### src/rtl/core/rdlsm_ram.sv
module rdlsm_ram #(
	parameter int unsigned WIDTH = 8,
	parameter int unsigned DEPTH = 256
) (
	input  logic                     clk,
	input  logic                     we,
	input  logic                     re,
	input  logic [$clog2(DEPTH)-1:0] addr,
	input  logic [WIDTH-1:0]         wdata,
	output logic [WIDTH-1:0]         rdata
);

	logic [WIDTH-1:0] mem_q [DEPTH];

	// At most one write and one registered read per cycle
	always_ff @(posedge clk) begin
		if (we) begin
			mem_q[addr] <= wdata;
		end
		if (re) begin
			rdata <= mem_q[addr];
		end
	end

endmodule

### config.mk
export PLATFORM = sky130hd
export DESIGN_NAME = rdlsm_ram
export DESIGN_NICKNAME = d
export VERILOG_FILES = /design/src/rtl/core/rdlsm_ram.sv
export SDC_FILE = /design/constraint.sdc
export NUM_CORES = 2
export LEC_CHECK = 0
export ABC_CLOCK_PERIOD_IN_PS = 3500
export CAP_MARGIN = 40
export CORE_MARGIN = 2
export CORE_UTILIZATION = 30
export CTS_CLUSTER_DIAMETER = 60
export DETAILED_ROUTE_END_ITERATION = 8
export DONT_BUFFER_PORTS = 1
export HOLD_SLACK_MARGIN = 0.12
export SETUP_SLACK_MARGIN = 0.4
export SLEW_MARGIN = 20
export SYNTH_ARGS = -nofsm -noshare
export SYNTH_HDL_FRONTEND = slang
export SYNTH_SLANG_ARGS = --single-unit
### constraint.sdc
create_clock -name clk -period 3.5 [get_ports clk]
set_input_delay 0.175 -clock clk [delete_from_list [all_inputs] [get_ports clk]]
set_output_delay 0.175 -clock clk [all_outputs]
set_load 0.02 [all_outputs]
==> impl_summary.md <==
Flow run
The number of violations of the max-capacitance limit is 0.

STA
For the pin with the worst max-slew slack, the measured transition is 1.960 ns. For the final database, setup skew stands at 0.03427 ns. The final hold violation count is ~1700.

The minimum clock period after layout is 2.935 ns. The aggregate negative setup slack is 0 ns. The post-route clock period utilization is 0.8387. Setup repair after global routing left no endpoint under its margin. The highest achievable clock rate is roughly 340 MHz.

The worst hold margin is -0.4985 ns. In this run the tightest slew margin relative to its limit is -0.3070. Setup violations remaining at the end of the flow were counted as 0.

The number of pins with negative max-slew slack in the final report is 224.

Placed design
The congestion estimate from routability-driven global placement came to 0.7855. The post-DP HPWL is 107.7 mm. The number of buffer cells added on primary ports is 0.

Layout
The most common library cell in the layout ignoring fill and taps is sky130_fd_sc_hd__edfxtp_1. The net count of the finished layout is between 3000 and 4000. Compared with the post-synthesis result, the final layout area differs by 16.69%. The fraction of layout instances using a drive strength above 1 is 0.2916.

Leaving out fill and tap cells, the most frequent cells in the layout are sky130_fd_sc_hd__edfxtp_1 (2056), sky130_fd_sc_hd__mux4_2 (512), sky130_fd_sc_hd__buf_4 (364), sky130_fd_sc_hd__a22oi_1 (256), sky130_fd_sc_hd__nor2_1 (231). The combined area of the multi-input logic cells is between 15000 and 20000 um2. In the final layout, flip-flops and latches occupy around 62000 um2.

The number of inserted filler cells in the final layout is 23790.

Synthesis
The summed instance area of the synthesized netlist is 78570 um2. The number of flip-flops and latches in the synthesized netlist is around 2100. The portion of the post-synthesis area used by sequential elements is 0.7858.

In the synthesized netlist, the number of instances is 3547. The number of different library cells used by synthesis comes to 21. The synthesized area per cell is around 22 um2. The number of nets in the synthesized netlist is 3566. The count of synthesis-stage warnings from yosys is 0.

Drt
The overall routed net length is about 200 mm. The per-cell via count in the routed design is 5.085. The post-detailed-route wirelength per cell is 26.41 um. The pre-antenna-repair detailed-routing pass consisted of 6 iterations. The count of nets left with antenna violations once routing finished came out at 0. The routed layout has between 30000 and 40000 vias.

The detailed router finished its first iteration with 5163 violations. The number of remaining DRC errors is 0.

Power and ir drop
The areal power density over the cells is 544.9 nW/um2. The worst-case vdd ir drop is about 0.51 mV. For this design the static power due to leakage is 0.02795 uW. Of the total power, the clock network draws 0.420.

Summed over all nets, the switching power comes to 10260 uW. The switching part of the total power is 0.2054. The sequential share of power is 0.545. The total power is 49960 uW.

Of the total power, combinational logic draws 0.036. The internal power consumption is 39690 uW.

Worst setup path
The slowest stage of the critical path is the sky130_fd_sc_hd__o41ai_1 cell. Walking the worst path, the cells encountered are buf_16, buf_16, buf_16, mux4_2, a22oi_1, a21oi_1, o41ai_1, buf_4, nand4_1. Counting stages on the worst path, the most repeated cell is sky130_fd_sc_hd__buf_16. Along the worst path, the maximum fanout reaches 45. The critical path is of the in2reg type. For the worst setup path, the data arrival time is 3.51 ns. The capturing element type of the critical path is a register. The worst setup path is launched from an input pin. The delay of the slowest cell on the worst path is 0.77 ns. The data required time of the critical path is between 4 and 5 ns.

Floorplanning
The floorplan step set the die width to 515.8 um. The die covers ~270000 um2. The initial core utilization is 0.3023.

The number of placed I/O pins is 27. The floorplan step defined a core boundary enclosing 259900 um2. In this run the vertical extent of the chip is 515.8 um.

In this run the core area contains 187 standard-cell rows.

GRT
The remaining global-route overflow is 0. Entering global routing, the biggest net connects 519 pins. The first-pass GRT wire length is 282.2 mm.

In the global route stage, overall resource usage came out at 0.1446. The number of antenna violations at the first check in global routing came to 7. The number of global-route vias before repair came to 38770.

CTS
The total CTS buffers is 203. The cell chosen for the clock root is sky130_fd_sc_hd__clkbuf_16. The clock slew seen by the registers of the worst setup and hold paths is 0.06 ns. CTS built an H-tree with a depth of 4. The clock passes through at most 3 buffers. Post-CTS timing repair inserted 0 buffers for setup.

TritonCTS built the clock tree. The total number of clock tree sinks is 2056. The clock latency on the worst-skew pair is 0.85 ns.

Outcome
The flow ran to the end, but the final reports show violations. The final reports fail on hold timing, slew limit.

Hold path
The path class of the tightest hold or removal check is in2reg.
==> synthesized netlist by cell type <==
cell	number	area [um2]
sky130_fd_sc_hd__a21oi_1	128	640.6
sky130_fd_sc_hd__a22oi_1	256	1922
sky130_fd_sc_hd__and2_1	3	18.77
sky130_fd_sc_hd__buf_1	19	71.32
sky130_fd_sc_hd__buf_2	36	180.2
sky130_fd_sc_hd__buf_4	16	120.1
sky130_fd_sc_hd__buf_6	16	180.2
sky130_fd_sc_hd__clkbuf_1	145	544.3
sky130_fd_sc_hd__edfxtp_1	2056	61740
sky130_fd_sc_hd__inv_1	1	3.750
sky130_fd_sc_hd__mux4_2	512	11530
sky130_fd_sc_hd__nand2_1	28	105.1
sky130_fd_sc_hd__nand2b_1	6	37.54
sky130_fd_sc_hd__nand3_1	13	65.06
sky130_fd_sc_hd__nand4_1	8	50.05
sky130_fd_sc_hd__nor2_1	232	870.8
sky130_fd_sc_hd__nor2b_1	7	43.79
sky130_fd_sc_hd__nor3_1	30	150.1
sky130_fd_sc_hd__o41ai_1	32	280.3
sky130_fd_sc_hd__or2_2	2	12.51
sky130_fd_sc_hd__or3_1	1	6.260
==> state kept, by name, summed over array words and instances (netlist names) <==
name / flops
mem_q: 2048
rdata: 8
==> through the flow <==
stage | area [um2] | setup slack, ns | util | cells
after floorplan | 78570 | 1.106 | - | 3547
after global placement | 84770 | 0.1282 | 0.3261 | 7182
after detailed placement | 84810 | 0.3063 | 0.3263 | 7185
after CTS | 91220 | 0.6668 | 0.3509 | 7562
after global routing | 91680 | 0.4177 | 0.3527 | 7582
final | 91680 | 0.5646 | 0.3527 | 7583
==> metal layers <==
metal / up-vias / share of wire / wire length [um] / track usage
met3: 290 / 0.078 / 15540 / 0.02463
li1: 15840 / - / - / -
met1: 20700 / 0.42 / 83790 / 0.2037
met4: 4 / 0.027 / 5342 / 0.04069
met5: - / 0.00013 / 26 / 0
met2: 1724 / 0.48 / 95600 / 0.2301
==> what timing repair did <==
action / CTS / global route
hold endpoints to repair: 3127 / 2049
resized for setup: 0 / 5
endpoints found under the setup margin: 0 / 1576
hold buffers: 9 / 1
==> critical path: cells and delay by family <==
family | cells | cell delay, ns
AOI/OAI and AO/OA | 3 | 1.28
buffers and inverters | 4 | 1.19
muxes | 1 | 0.59
and+or+nand+nor | 1 | 0.08
==> area by class of cell <==
| class | instances | area share |
|---|---|---|
| multi-input cells | 1258 | 0.1726 |
| clock inverters | 108 | 0.01054 |
| clock buffers | 260 | 0.05844 |
| inverters | 1 | 0.00004094 |
| flip-flops and latches | 2056 | 0.6734 |
| diodes | 3 | 0.00008188 |
| well taps | 3496 | 0.04771 |
| repair buffers | 401 | 0.03724 |
==> power groups by stage <==
stage	clock network (uW)	logic [uW]	registers (uW)
detailed placement	0	1450	27700
finish	21000	1780	27200
floorplan	0	1210	27700
CTS	21300	1480	27200
global route	22200	1830	27200
global placement	0	1440	27700
==> path summary, 6_finish.rpt <==
check        slack [ns]     startpoint           end  cells after the start
max                0.56        addr[0]      rdata[3]                      9
min               -0.50       wdata[1]  mem_q[72][1]                      0
max reg2reg        0.75  mem_q[248][1]      rdata[1]                      6
min reg2reg        1.04  mem_q[131][6]      rdata[6]                      5
==> logic make-up (layout without fill, tap and decap cells) <==
family | count (synthesis) | in the layout | share of synthesized area
buffers and inverters | 233 | 770 | 0.01400
other | 0 | 3 | 0
AND/OR/NAND/NOR | 330 | 330 | 0.01731
AO/OA/AOI/OAI | 416 | 416 | 0.03618
flip-flops | 2056 | 2056 | 0.7858
multiplexers | 512 | 512 | 0.1468
No activity file was read; power rests on OpenSTA's default activity.
