File: config.mk
export PLATFORM = sky130hd
export DESIGN_NAME = rdlsm_decode
export DESIGN_NICKNAME = d
export VERILOG_FILES = /design/src/rtl/core/rdlsm_pkg.sv /design/src/rtl/core/rdlsm_decode.sv
export SDC_FILE = /design/constraint.sdc
export NUM_CORES = 1
export LEC_CHECK = 0
export ABC_AREA = 1
export BUFFER_PORTS_ARGS = -buffer_cell sky130_fd_sc_hd__clkbuf_2
export CAP_MARGIN = 20
export CORE_ASPECT_RATIO = 1.4
export CORE_UTILIZATION = 60
export DETAILED_ROUTE_END_ITERATION = 10
export PLACE_DENSITY = 0.85
export SETUP_SLACK_MARGIN = 0.4
export SLEW_MARGIN = 30
export SYNTH_ARGS = -nofsm -noshare
export SYNTH_HDL_FRONTEND = slang
export SYNTH_SLANG_ARGS = --single-unit
File: constraint.sdc
create_clock -name vclk -period 6.09
set_input_delay 1.218 -clock vclk [all_inputs]
set_output_delay 1.218 -clock vclk [all_outputs]
set_load 0.05 [all_outputs]
File: src/rtl/core/rdlsm_pkg.sv
package rdlsm_pkg;

	// Region sizes in bytes
	localparam int unsigned PROGRAM_BYTES = 65536;
	localparam int unsigned STACK_BYTES   = 65536;
	localparam int unsigned TLS_BYTES     = 4096;

	localparam logic [31:0] ADDR_MAX = 32'hffff_ffff;

	// Lowest stack address, 2^32 - STACK_BYTES
	localparam logic [32:0] STACK_LO = {1'b0, ADDR_MAX} + 33'd1 - 33'(STACK_BYTES);

	// Physical layout of the shared byte array: program, stack, thread-local
	localparam int unsigned STACK_OFF   = PROGRAM_BYTES;
	localparam int unsigned TLS_OFF     = PROGRAM_BYTES + STACK_BYTES;
	localparam int unsigned TOTAL_BYTES = TLS_OFF + TLS_BYTES;

	// Four byte lanes, one RAM each
	localparam int unsigned LANES     = 4;
	localparam int unsigned ROW_DEPTH = (TOTAL_BYTES + LANES - 1) / LANES;
	localparam int unsigned ROW_W     = $clog2(ROW_DEPTH);
	localparam int unsigned PHYS_W    = ROW_W + 2;

	// Stack offset plus STACK_OFF, modulo 2^32: addr - (2^32 - SB) + SO
	localparam logic [31:0] STACK_ADJ = 32'(STACK_OFF + STACK_BYTES);
	localparam logic [31:0] TLS_ADJ   = 32'(TLS_OFF);

	// Stream payload layout
	localparam int unsigned IN_TDATA_W  = 72;
	localparam int unsigned OUT_TDATA_W = 32;
	localparam int unsigned ADDR_LSB    = 0;
	localparam int unsigned SIZE_LSB    = 32;
	localparam int unsigned SEXT_BIT    = 34;
	localparam int unsigned WDATA_LSB   = 35;

	typedef enum logic {
		OP_LOAD  = 1'b0,
		OP_STORE = 1'b1
	} op_t;

	typedef enum logic [1:0] {
		SZ_BYTE = 2'd0,
		SZ_HALF = 2'd1,
		SZ_WORD = 2'd2,
		SZ_BAD  = 2'd3
	} size_t;

	typedef enum logic [0:0] {
		REG_PROGRAM_BASE  = 1'b0,
		REG_PROGRAM_LIMIT = 1'b1
	} reg_idx_t;

	// Decoded access handed from the address decoder to the core
	typedef struct packed {
		logic              fault;
		logic [PHYS_W-1:0] phys;
		logic [1:0]        last_idx;
	} access_t;

endpackage

File: src/rtl/core/rdlsm_decode.sv
module rdlsm_decode (
	input  logic [31:0]          address,
	input  rdlsm_pkg::size_t     size_code,
	input  logic [31:0]          program_base,
	input  logic [31:0]          program_limit,
	output rdlsm_pkg::access_t   acc
);

	logic [1:0]  last_idx;
	logic [32:0] last;
	logic [31:0] prog_off;
	logic        prog_hit, prog_ok;
	logic        stack_hit, stack_ok;
	logic        tls_hit, tls_ok;
	logic        ok;
	logic [31:0] phys32;

	// Index of the last byte of the access
	always_comb begin
		case (size_code)
			rdlsm_pkg::SZ_BYTE: last_idx = 2'd0;
			rdlsm_pkg::SZ_HALF: last_idx = 2'd1;
			rdlsm_pkg::SZ_WORD: last_idx = 2'd3;
			default:            last_idx = 2'd0;
		endcase
	end

	// Region hits and overrun checks, all in parallel
	always_comb begin
		last      = {1'b0, address} + 33'(last_idx);
		prog_off  = address - program_base;
		prog_hit  = (program_base <= address) && (address <= program_limit);
		prog_ok   = (last <= {1'b0, program_limit})
			&& (({1'b0, prog_off} + 33'(last_idx)) < 33'(rdlsm_pkg::PROGRAM_BYTES));
		stack_hit = {1'b0, address} >= rdlsm_pkg::STACK_LO;
		stack_ok  = !last[32];
		tls_hit   = {1'b0, address} < 33'(rdlsm_pkg::TLS_BYTES);
		tls_ok    = last < 33'(rdlsm_pkg::TLS_BYTES);
	end

	// Priority select: program, then stack, then thread-local
	always_comb begin
		if (prog_hit) begin
			ok     = prog_ok;
			phys32 = prog_off;
		end else if (stack_hit) begin
			ok     = stack_ok;
			phys32 = address + rdlsm_pkg::STACK_ADJ;
		end else if (tls_hit) begin
			ok     = tls_ok;
			phys32 = address + rdlsm_pkg::TLS_ADJ;
		end else begin
			ok     = 1'b0;
			phys32 = '0;
		end
		acc.fault    = (size_code == rdlsm_pkg::SZ_BAD) || !ok;
		acc.phys     = phys32[rdlsm_pkg::PHYS_W-1:0];
		acc.last_idx = last_idx;
	end

endmodule

==> metrics.txt, run 1 <==
# TYPE chip_impl_metric gauge
chip_impl_metric{name="num_io_pins",unit=""} 119
chip_impl_metric{name="final_period_minus_worst_setup_slack",unit="ps"} 6740
chip_impl_metric{name="synth_compound_area_frac",unit=""} 0.0842
chip_impl_metric{name="antenna_fix_cells",unit=""} 0
chip_impl_metric{name="dr_total_vias",unit=""} 7976
chip_impl_metric{name="yosys.area.top_type_share",unit=""} 0.234
chip_impl_metric{name="synth.cell_area",unit="sq um"} 6310
chip_impl_metric{name="cap_violations",unit=""} 0
chip_impl_metric{name="via_per_inst",unit=""} 5.31
chip_impl_metric{name="design_power_total",unit="mW"} 0.697
chip_impl_metric{name="power-per-cell-area",unit="nW/um^2"} 92.8
chip_impl_metric{name="initialDrtViolationCount",unit=""} 443
chip_impl_info{name="endpoint_with_the_worst_hold_slack",value="acc[11]"} 1
chip_impl_metric{name="num-nets-final",unit=""} 1571
chip_impl_info{name="path_class",value="in2out"} 1
chip_impl_metric{name="timing_hold_violations_final",unit=""} 0
chip_impl_metric{name="firstDrtPassIters",unit=""} 5
chip_impl_metric{name="vdd_drop_max",unit="mV"} 0.0544
chip_impl_metric{name="regArea",unit="sq um"} 0
chip_impl_metric{name="drt_drc_violations_left",unit=""} 0
chip_impl_metric{name="critical_path_peak_fanout",unit=""} 4
chip_impl_metric{name="wl",unit="um"} 20300
chip_impl_metric{name="syn2layout_area_growth",unit="%"} 19.1
chip_impl_metric{name="timing.critical_path.arrival",unit="ps"} 5520
chip_impl_metric{name="synth-warning-count",unit=""} 0
chip_impl_metric{name="ant_nets",unit=""} 0
chip_impl_metric{name="rows",unit=""} 43
chip_impl_metric{name="synth_xor_xnor_area_share",unit=""} 0.0430
chip_impl_metric{name="rd_place_congestion",unit=""} 0.977
chip_impl_metric{name="final_clock_period_utilization_by_the_worst_path",unit=""} 1.11
chip_impl_info{name="netlist_top_cells_area",value="sky130_fd_sc_hd__nand2_1 (23%), sky130_fd_sc_hd__ha_1 (20%), sky130_fd_sc_hd__inv_1 (16%)"} 1
chip_impl_metric{name="vias_in_the_first_global_route",unit=""} 7222
chip_impl_metric{name="synth_fp_nets",unit=""} 1418
chip_impl_info{name="rsz0062_at_grt",value="yes"} 1
chip_impl_info{name="violations",value="negative setup slack"} 1
chip_impl_info{name="critical_path_s_most_frequent_cell",value="sky130_fd_sc_hd__nand2_1"} 1
chip_impl_metric{name="drive_above_1_share",unit=""} 0.181
chip_impl_info{name="synth_commonest_cells",value="sky130_fd_sc_hd__nand2_1 (393), sky130_fd_sc_hd__inv_1 (275), sky130_fd_sc_hd__nor2_1 (108)"} 1
chip_impl_metric{name="dieHeight",unit="um"} 123
chip_impl_metric{name="proportion_of_synthesized_chip_area_in_sequential_cells",unit=""} 0
chip_impl_metric{name="core_region_area",unit="sq um"} 10100
chip_impl_info{name="endpoint_kind",value="primary output"} 1
chip_impl_info{name="post-synth-top-area-cell",value="sky130_fd_sc_hd__nand2_1"} 1
chip_impl_metric{name="drt-wirelength-per-cell",unit="um"} 13.5
chip_impl_metric{name="portBuffers",unit=""} 119
chip_impl_metric{name="tightestPinTransition",unit="ps"} 711
chip_impl_info{name="crit_path_top_delay_cell",value="sky130_fd_sc_hd__ha_1"} 1
chip_impl_metric{name="fp.dieArea",unit="sq um"} 10900
chip_impl_metric{name="ctsHoldBuffers",unit=""} 0
chip_impl_metric{name="grt_start_max_net_pins",unit=""} 23
chip_impl_metric{name="holdWs",unit="ps"} 3000
chip_impl_info{name="worstHoldStart",value="address[9]"} 1
chip_impl_metric{name="synth_cell_types",unit=""} 33
chip_impl_metric{name="grtUsageTotal",unit=""} 0.363
chip_impl_info{name="timing.critical_path.from_type",value="primary input"} 1
chip_impl_metric{name="synth.mux.area_fraction",unit=""} 0
chip_impl_metric{name="timing.hold.worst_path_depth",unit=""} 4
chip_impl_metric{name="placedInstanceArea",unit="sq um"} 7340
chip_impl_metric{name="synthCells",unit=""} 1217
chip_impl_metric{name="initial_core_util",unit=""} 0.628
chip_impl_info{name="outcome",value="finished with violations"} 1
chip_impl_metric{name="fmaxAchievable",unit="MHz"} 148
chip_impl_metric{name="number_of_sequential_storage_elements",unit=""} 0
chip_impl_metric{name="antenna_found_initial",unit=""} 0
chip_impl_metric{name="timing_max_transition_violations_final",unit=""} 0
chip_impl_metric{name="tns",unit="ps"} -647
chip_impl_metric{name="post_layout_instance_area",unit="sq um"} 7520
chip_impl_info{name="synth_most_common_cell",value="sky130_fd_sc_hd__nand2_1"} 1
chip_impl_metric{name="postSynthAreaPerCell",unit="sq um"} 5.19
chip_impl_metric{name="delay_contributed_by_the_slowest_stage_of_the_critical_path",unit="ps"} 310
chip_impl_metric{name="grt_pass1_wl",unit="um"} 31100
chip_impl_metric{name="gr-total-overflow",unit=""} 0
chip_impl_metric{name="setup-violations-final",unit=""} 1
chip_impl_metric{name="slew_headroom",unit=""} 0.524
chip_impl_info{name="dominant_combinational_cell_family_by_area_after_synthesis",value="simple AND/OR/NAND/NOR gates"} 1
chip_impl_metric{name="post_synth_fa_ha_maj_area_fraction",unit=""} 0.207
chip_impl_metric{name="post_layout_worst_setup_margin",unit="ps"} -647
chip_impl_metric{name="layout.clock_buffers",unit=""} 0
chip_impl_metric{name="power.static_leakage",unit="nW"} 4.68
chip_impl_info{name="hold_path.class",value="in2out"} 1
chip_impl_metric{name="final.fill_count",unit=""} 954
chip_impl_metric{name="worstPathRequired",unit="ps"} 4870
chip_impl_metric{name="synth-simple-area-share",unit=""} 0.497
chip_impl_metric{name="dp.final_hpwl",unit="um"} 17300
chip_impl_metric{name="die_width",unit="um"} 88.7
per-layer routing:
| metal | vias to the layer above | share of wire | track usage |
|---|---|---|---|
| li1 | 4119 | - | - |
| met4 | 0 | 0.049 | 0.145 |
| met3 | 74 | 0.065 | 0.0254 |
| met2 | 291 | 0.47 | 0.650 |
| met5 | - | 0 | 0 |
| met1 | 3492 | 0.41 | 0.441 |
metrics by stage:
step / setup slack (ps) / std cells / utilization
after detailed placement: -502 / 1499 / 0.730
after CTS: -241 / 1502 / 0.741
after global routing: -1000 / 1503 / 0.747
final: -647 / 1503 / 0.747
after global placement: -377 / 1499 / 0.730
after floorplan: -13.5 / 1217 / -
layout by cell type (no fill, tap or decap), types with 2 or more instances in the layout:
cell type / Yosys / final
sky130_fd_sc_hd__nand4_1: 25 / 25
sky130_fd_sc_hd__nor2_1: 108 / 105
sky130_fd_sc_hd__a31oi_1: 3 / 3
sky130_fd_sc_hd__o211ai_1: 3 / 3
sky130_fd_sc_hd__xor2_1: 22 / 22
sky130_fd_sc_hd__nor3_4: 1 / 2
sky130_fd_sc_hd__nand2_1: 393 / 389
sky130_fd_sc_hd__nand3_2: 9 / 11
sky130_fd_sc_hd__nor2_2: 17 / 19
sky130_fd_sc_hd__o31ai_1: 8 / 8
sky130_fd_sc_hd__o21ai_1: 0 / 2
sky130_fd_sc_hd__inv_2: 2 / 3
sky130_fd_sc_hd__ha_1: 101 / 97
sky130_fd_sc_hd__nor3_2: 4 / 3
sky130_fd_sc_hd__buf_4: 0 / 37
sky130_fd_sc_hd__nor3_1: 12 / 12
sky130_fd_sc_hd__nand3_1: 83 / 81
sky130_fd_sc_hd__o21ai_0: 29 / 26
sky130_fd_sc_hd__nand2_2: 29 / 32
sky130_fd_sc_hd__nor4_1: 9 / 7
sky130_fd_sc_hd__o21a_1: 3 / 3
sky130_fd_sc_hd__ha_4: 0 / 4
sky130_fd_sc_hd__nand3b_1: 6 / 6
sky130_fd_sc_hd__inv_1: 275 / 272
sky130_fd_sc_hd__nor4_2: 1 / 3
sky130_fd_sc_hd__nor2_4: 5 / 6
sky130_fd_sc_hd__xnor2_1: 9 / 9
sky130_fd_sc_hd__a21o_1: 2 / 2
sky130_fd_sc_hd__clkbuf_2: 0 / 116
sky130_fd_sc_hd__a21oi_1: 45 / 44
cell type report:
type / count / area [sq um] / area share
tap: 135 / 169 / 0.0225
multi-input combinational: 935 / 5400 / 0.717
timing repair buffer: 156 / 910 / 0.121
inverter: 277 / 1050 / 0.139
how the worst max path moves through the flow:
stage                  from       to  depth (start not counted)
4_1_cts        size_code[0]  acc[20]                         36
6_report       size_code[0]  acc[20]                         36
5_1_grt        size_code[1]  acc[20]                         38
2_1_floorplan  size_code[0]  acc[20]                         36
3_5_place_dp   size_code[0]  acc[20]                         39
3_3_place_gp   size_code[0]  acc[20]                         39
worst max-delay path, delay by kind of cell:
kind	cells	cell delay, ps
buffers and inverters	6	540
and+or+nand+nor	24	2590
AOI/OAI and AO/OA	2	320
adders and majority gates	4	850
kinds of logic (layout without fill, tap and decap cells):
family                   Yosys count  in the layout
XOR/XNOR                          31             31
AND/OR/NAND/NOR                  705            705
buffers and inverters            282            433
adder cells (fa/ha/maj)          103            103
AO/OA/AOI/OAI                     96             96
where the power goes:
| group | internal, mW | switching, mW |
|---|---|---|
| sequential | 0 | 0 |
| clock | 0 | 0 |
| combinational | 0.231 | 0.467 |
what timing repair did:
action	in CTS	in global routing
endpoints found under the setup margin	1	9
setup buffers	3	1
pin swaps	12	17
resized for setup	17	18
Power figures use the tool's default switching activity.
==> run 2, diff against run 1 <==
--- a/config.mk
+++ b/config.mk
@@ -12,7 +12,7 @@
 export CORE_UTILIZATION = 60
 export DETAILED_ROUTE_END_ITERATION = 10
 export PLACE_DENSITY = 0.85
-export SETUP_SLACK_MARGIN = 0.4
+export SETUP_SLACK_MARGIN = 0.15
 export SLEW_MARGIN = 30
 export SYNTH_ARGS = -nofsm -noshare
 export SYNTH_HDL_FRONTEND = slang
==> run 2 against run 1 <==
The flow still finishes with violations (negative setup slack). Hold slack got worse by 1.7 ps. First-iteration DRC count increased by 7.9%. Count of clock-buffer cells in the layout unchanged. Fmax increased by 0.88%. Power decreased by 0.44%. Wire length decreased by 0.57%. Final cell count unchanged. Setup slack improved by 59 ps. Sequential cell count unchanged. Non-clock buffer count unchanged. Die area unchanged. Via count increased by 0.14%.
==> metrics.txt, run 2 (synthesis gave the netlist of run 1 again) <==
# TYPE chip_impl_metric gauge
chip_impl_metric{name="final.fill_count",unit=""} 956
chip_impl_info{name="layout.cells.most_common_list",value="sky130_fd_sc_hd__nand2_1 (389), sky130_fd_sc_hd__inv_1 (272), sky130_fd_sc_hd__clkbuf_2 (116), sky130_fd_sc_hd__nor2_1 (105), sky130_fd_sc_hd__ha_1 (97)"} 1
chip_impl_metric{name="drive_above_1_share",unit=""} 0.181
chip_impl_metric{name="fmaxAchievable",unit="MHz"} 150
chip_impl_metric{name="ant_nets",unit=""} 0
chip_impl_metric{name="timing.critical_path.arrival",unit="ps"} 5460
chip_impl_metric{name="dieHeight",unit="um"} 123
chip_impl_metric{name="post_layout_worst_setup_margin",unit="ps"} -588
chip_impl_metric{name="rd_place_congestion",unit=""} 0.977
chip_impl_metric{name="num-nets-final",unit=""} 1571
chip_impl_metric{name="final_period_minus_worst_setup_slack",unit="ps"} 6680
chip_impl_metric{name="worstPathRequired",unit="ps"} 4870
chip_impl_metric{name="met1Wirelength",unit="um"} 8350
chip_impl_info{name="most_common_cell_after_layout_fill_and_taps_aside",value="sky130_fd_sc_hd__nand2_1"} 1
chip_impl_metric{name="layout.clock_buffers",unit=""} 0
chip_impl_metric{name="drt-wirelength-per-cell",unit="um"} 13.4
chip_impl_metric{name="grt_start_max_net_pins",unit=""} 23
chip_impl_metric{name="setup-violations-final",unit=""} 1
chip_impl_metric{name="vdd_drop_max",unit="mV"} 0.0542
chip_impl_info{name="violations",value="negative setup slack"} 1
chip_impl_metric{name="path_buf_inv",unit=""} 6
chip_impl_metric{name="gr-total-overflow",unit=""} 0
chip_impl_metric{name="antenna_found_initial",unit=""} 0
chip_impl_metric{name="wl",unit="um"} 20200
chip_impl_metric{name="tightestPinTransition",unit="ps"} 697
chip_impl_metric{name="slew_headroom",unit=""} 0.534
chip_impl_metric{name="core_region_area",unit="sq um"} 10100
chip_impl_info{name="top_signal_layer_used",value="met4"} 1
chip_impl_metric{name="area_of_combinational_cells_with_multiple_inputs",unit="sq um"} 5380
chip_impl_metric{name="routed-wl-met2",unit="um"} 9670
chip_impl_metric{name="antenna_fix_cells",unit=""} 0
chip_impl_info{name="outcome",value="finished with violations"} 1
chip_impl_info{name="timing.critical_path.from_type",value="primary input"} 1
chip_impl_info{name="critical_path_s_most_frequent_cell",value="sky130_fd_sc_hd__nand2_1"} 1
chip_impl_info{name="rsz0062_at_grt",value="yes"} 1
chip_impl_metric{name="portBuffers",unit=""} 119
chip_impl_metric{name="delay_contributed_by_the_slowest_stage_of_the_critical_path",unit="ps"} 310
chip_impl_metric{name="regArea",unit="sq um"} 0
chip_impl_metric{name="final_clock_period_utilization_by_the_worst_path",unit=""} 1.10
chip_impl_metric{name="initial_core_util",unit=""} 0.628
chip_impl_metric{name="via_per_inst",unit=""} 5.31
chip_impl_metric{name="ctsHoldBuffers",unit=""} 0
chip_impl_metric{name="tns",unit="ps"} -588
chip_impl_metric{name="drt_drc_violations_left",unit=""} 0
chip_impl_metric{name="power-per-cell-area",unit="nW/um^2"} 92.5
chip_impl_metric{name="rows",unit=""} 43
chip_impl_metric{name="critical_path_peak_fanout",unit=""} 4
chip_impl_metric{name="number_of_sequential_storage_elements",unit=""} 0
chip_impl_metric{name="cap_violations",unit=""} 0
chip_impl_metric{name="wl_met3",unit="um"} 1270
chip_impl_metric{name="firstDrtPassIters",unit=""} 5
chip_impl_metric{name="syn2layout_area_growth",unit="%"} 18.9
chip_impl_info{name="critical_path.top_delay_family",value="simple AND/OR/NAND/NOR gates"} 1
chip_impl_metric{name="dr_total_vias",unit=""} 7987
chip_impl_metric{name="place_worst_setup_slack",unit="ps"} -502
chip_impl_metric{name="grtUsageTotal",unit=""} 0.363
chip_impl_info{name="hold_path.class",value="in2out"} 1
chip_impl_metric{name="fp.dieArea",unit="sq um"} 10900
chip_impl_info{name="path_class",value="in2out"} 1
chip_impl_metric{name="timing_max_transition_violations_final",unit=""} 0
chip_impl_metric{name="grt_pass1_wl",unit="um"} 31100
chip_impl_metric{name="timing_hold_violations_final",unit=""} 0
chip_impl_metric{name="initialDrtViolationCount",unit=""} 478
chip_impl_info{name="crit_path_top_delay_cell",value="sky130_fd_sc_hd__ha_1"} 1
chip_impl_info{name="endpoint_kind",value="primary output"} 1
chip_impl_metric{name="die_width",unit="um"} 88.7
chip_impl_metric{name="vias_in_the_first_global_route",unit=""} 7222
chip_impl_metric{name="dp.final_hpwl",unit="um"} 17300
chip_impl_metric{name="num_io_pins",unit=""} 119
chip_impl_metric{name="power.static_leakage",unit="nW"} 4.67
## run 2: cell types whose count changed in the layout (fill, tap and decap cells not counted)
cell,previous run,this run
sky130_fd_sc_hd__nor4b_1,0,1
sky130_fd_sc_hd__nor4b_4,1,0
## run 2: worst paths after layout
path | start | endpoint | slack (ps) | cells past startpoint
hold / removal | address[2] | acc[4] | 3000 | 4
setup / recovery | size_code[0] | acc[20] | -590 | 36
## run 2: layout make-up
class	instances	area share
tap	135	0.0225
timing repair buffer	156	0.121
inverter	277	0.139
multi-input combinational	935	0.717
## run 2: layer usage
metal	vias to the layer above	track usage
li1	4111	-
met1	3507	0.441
met2	301	0.650
met3	68	0.0254
met4	0	0.145
met5	-	0
## run 2: power breakdown
group          switching (mW)  total (mW)  internal [mW]
Combinational           0.464       0.694          0.230
Clock                       0           0              0
Sequential                  0           0              0
Total                   0.464       0.694          0.230
## run 2: per-stage QoR
step                cell area (sq um)  hold slack, ps  std cells   util  power [mW]
floorplan                        6360            2640       1217      -       0.477
global placement                 7340            2980       1499  0.730       0.654
detailed placement               7340            2990       1499  0.730       0.667
CTS                              7450            2990       1502  0.741       0.675
global route                     7500            3030       1503  0.746       0.776
finish                           7500            3000       1503  0.746       0.694
## run 2: timing repair
action / in CTS / in global routing
setup endpoints to repair: 1 / 1
buffers inserted: 3 / 1
gates resized for setup: 17 / 16
pin swaps: 12 / 17
## run 2: worst min-delay path, cell delays in order
cell	delay, ps
sky130_fd_sc_hd__clkbuf_2	140
sky130_fd_sc_hd__nand3b_1	100
sky130_fd_sc_hd__o21ai_0	80
sky130_fd_sc_hd__clkbuf_2	240
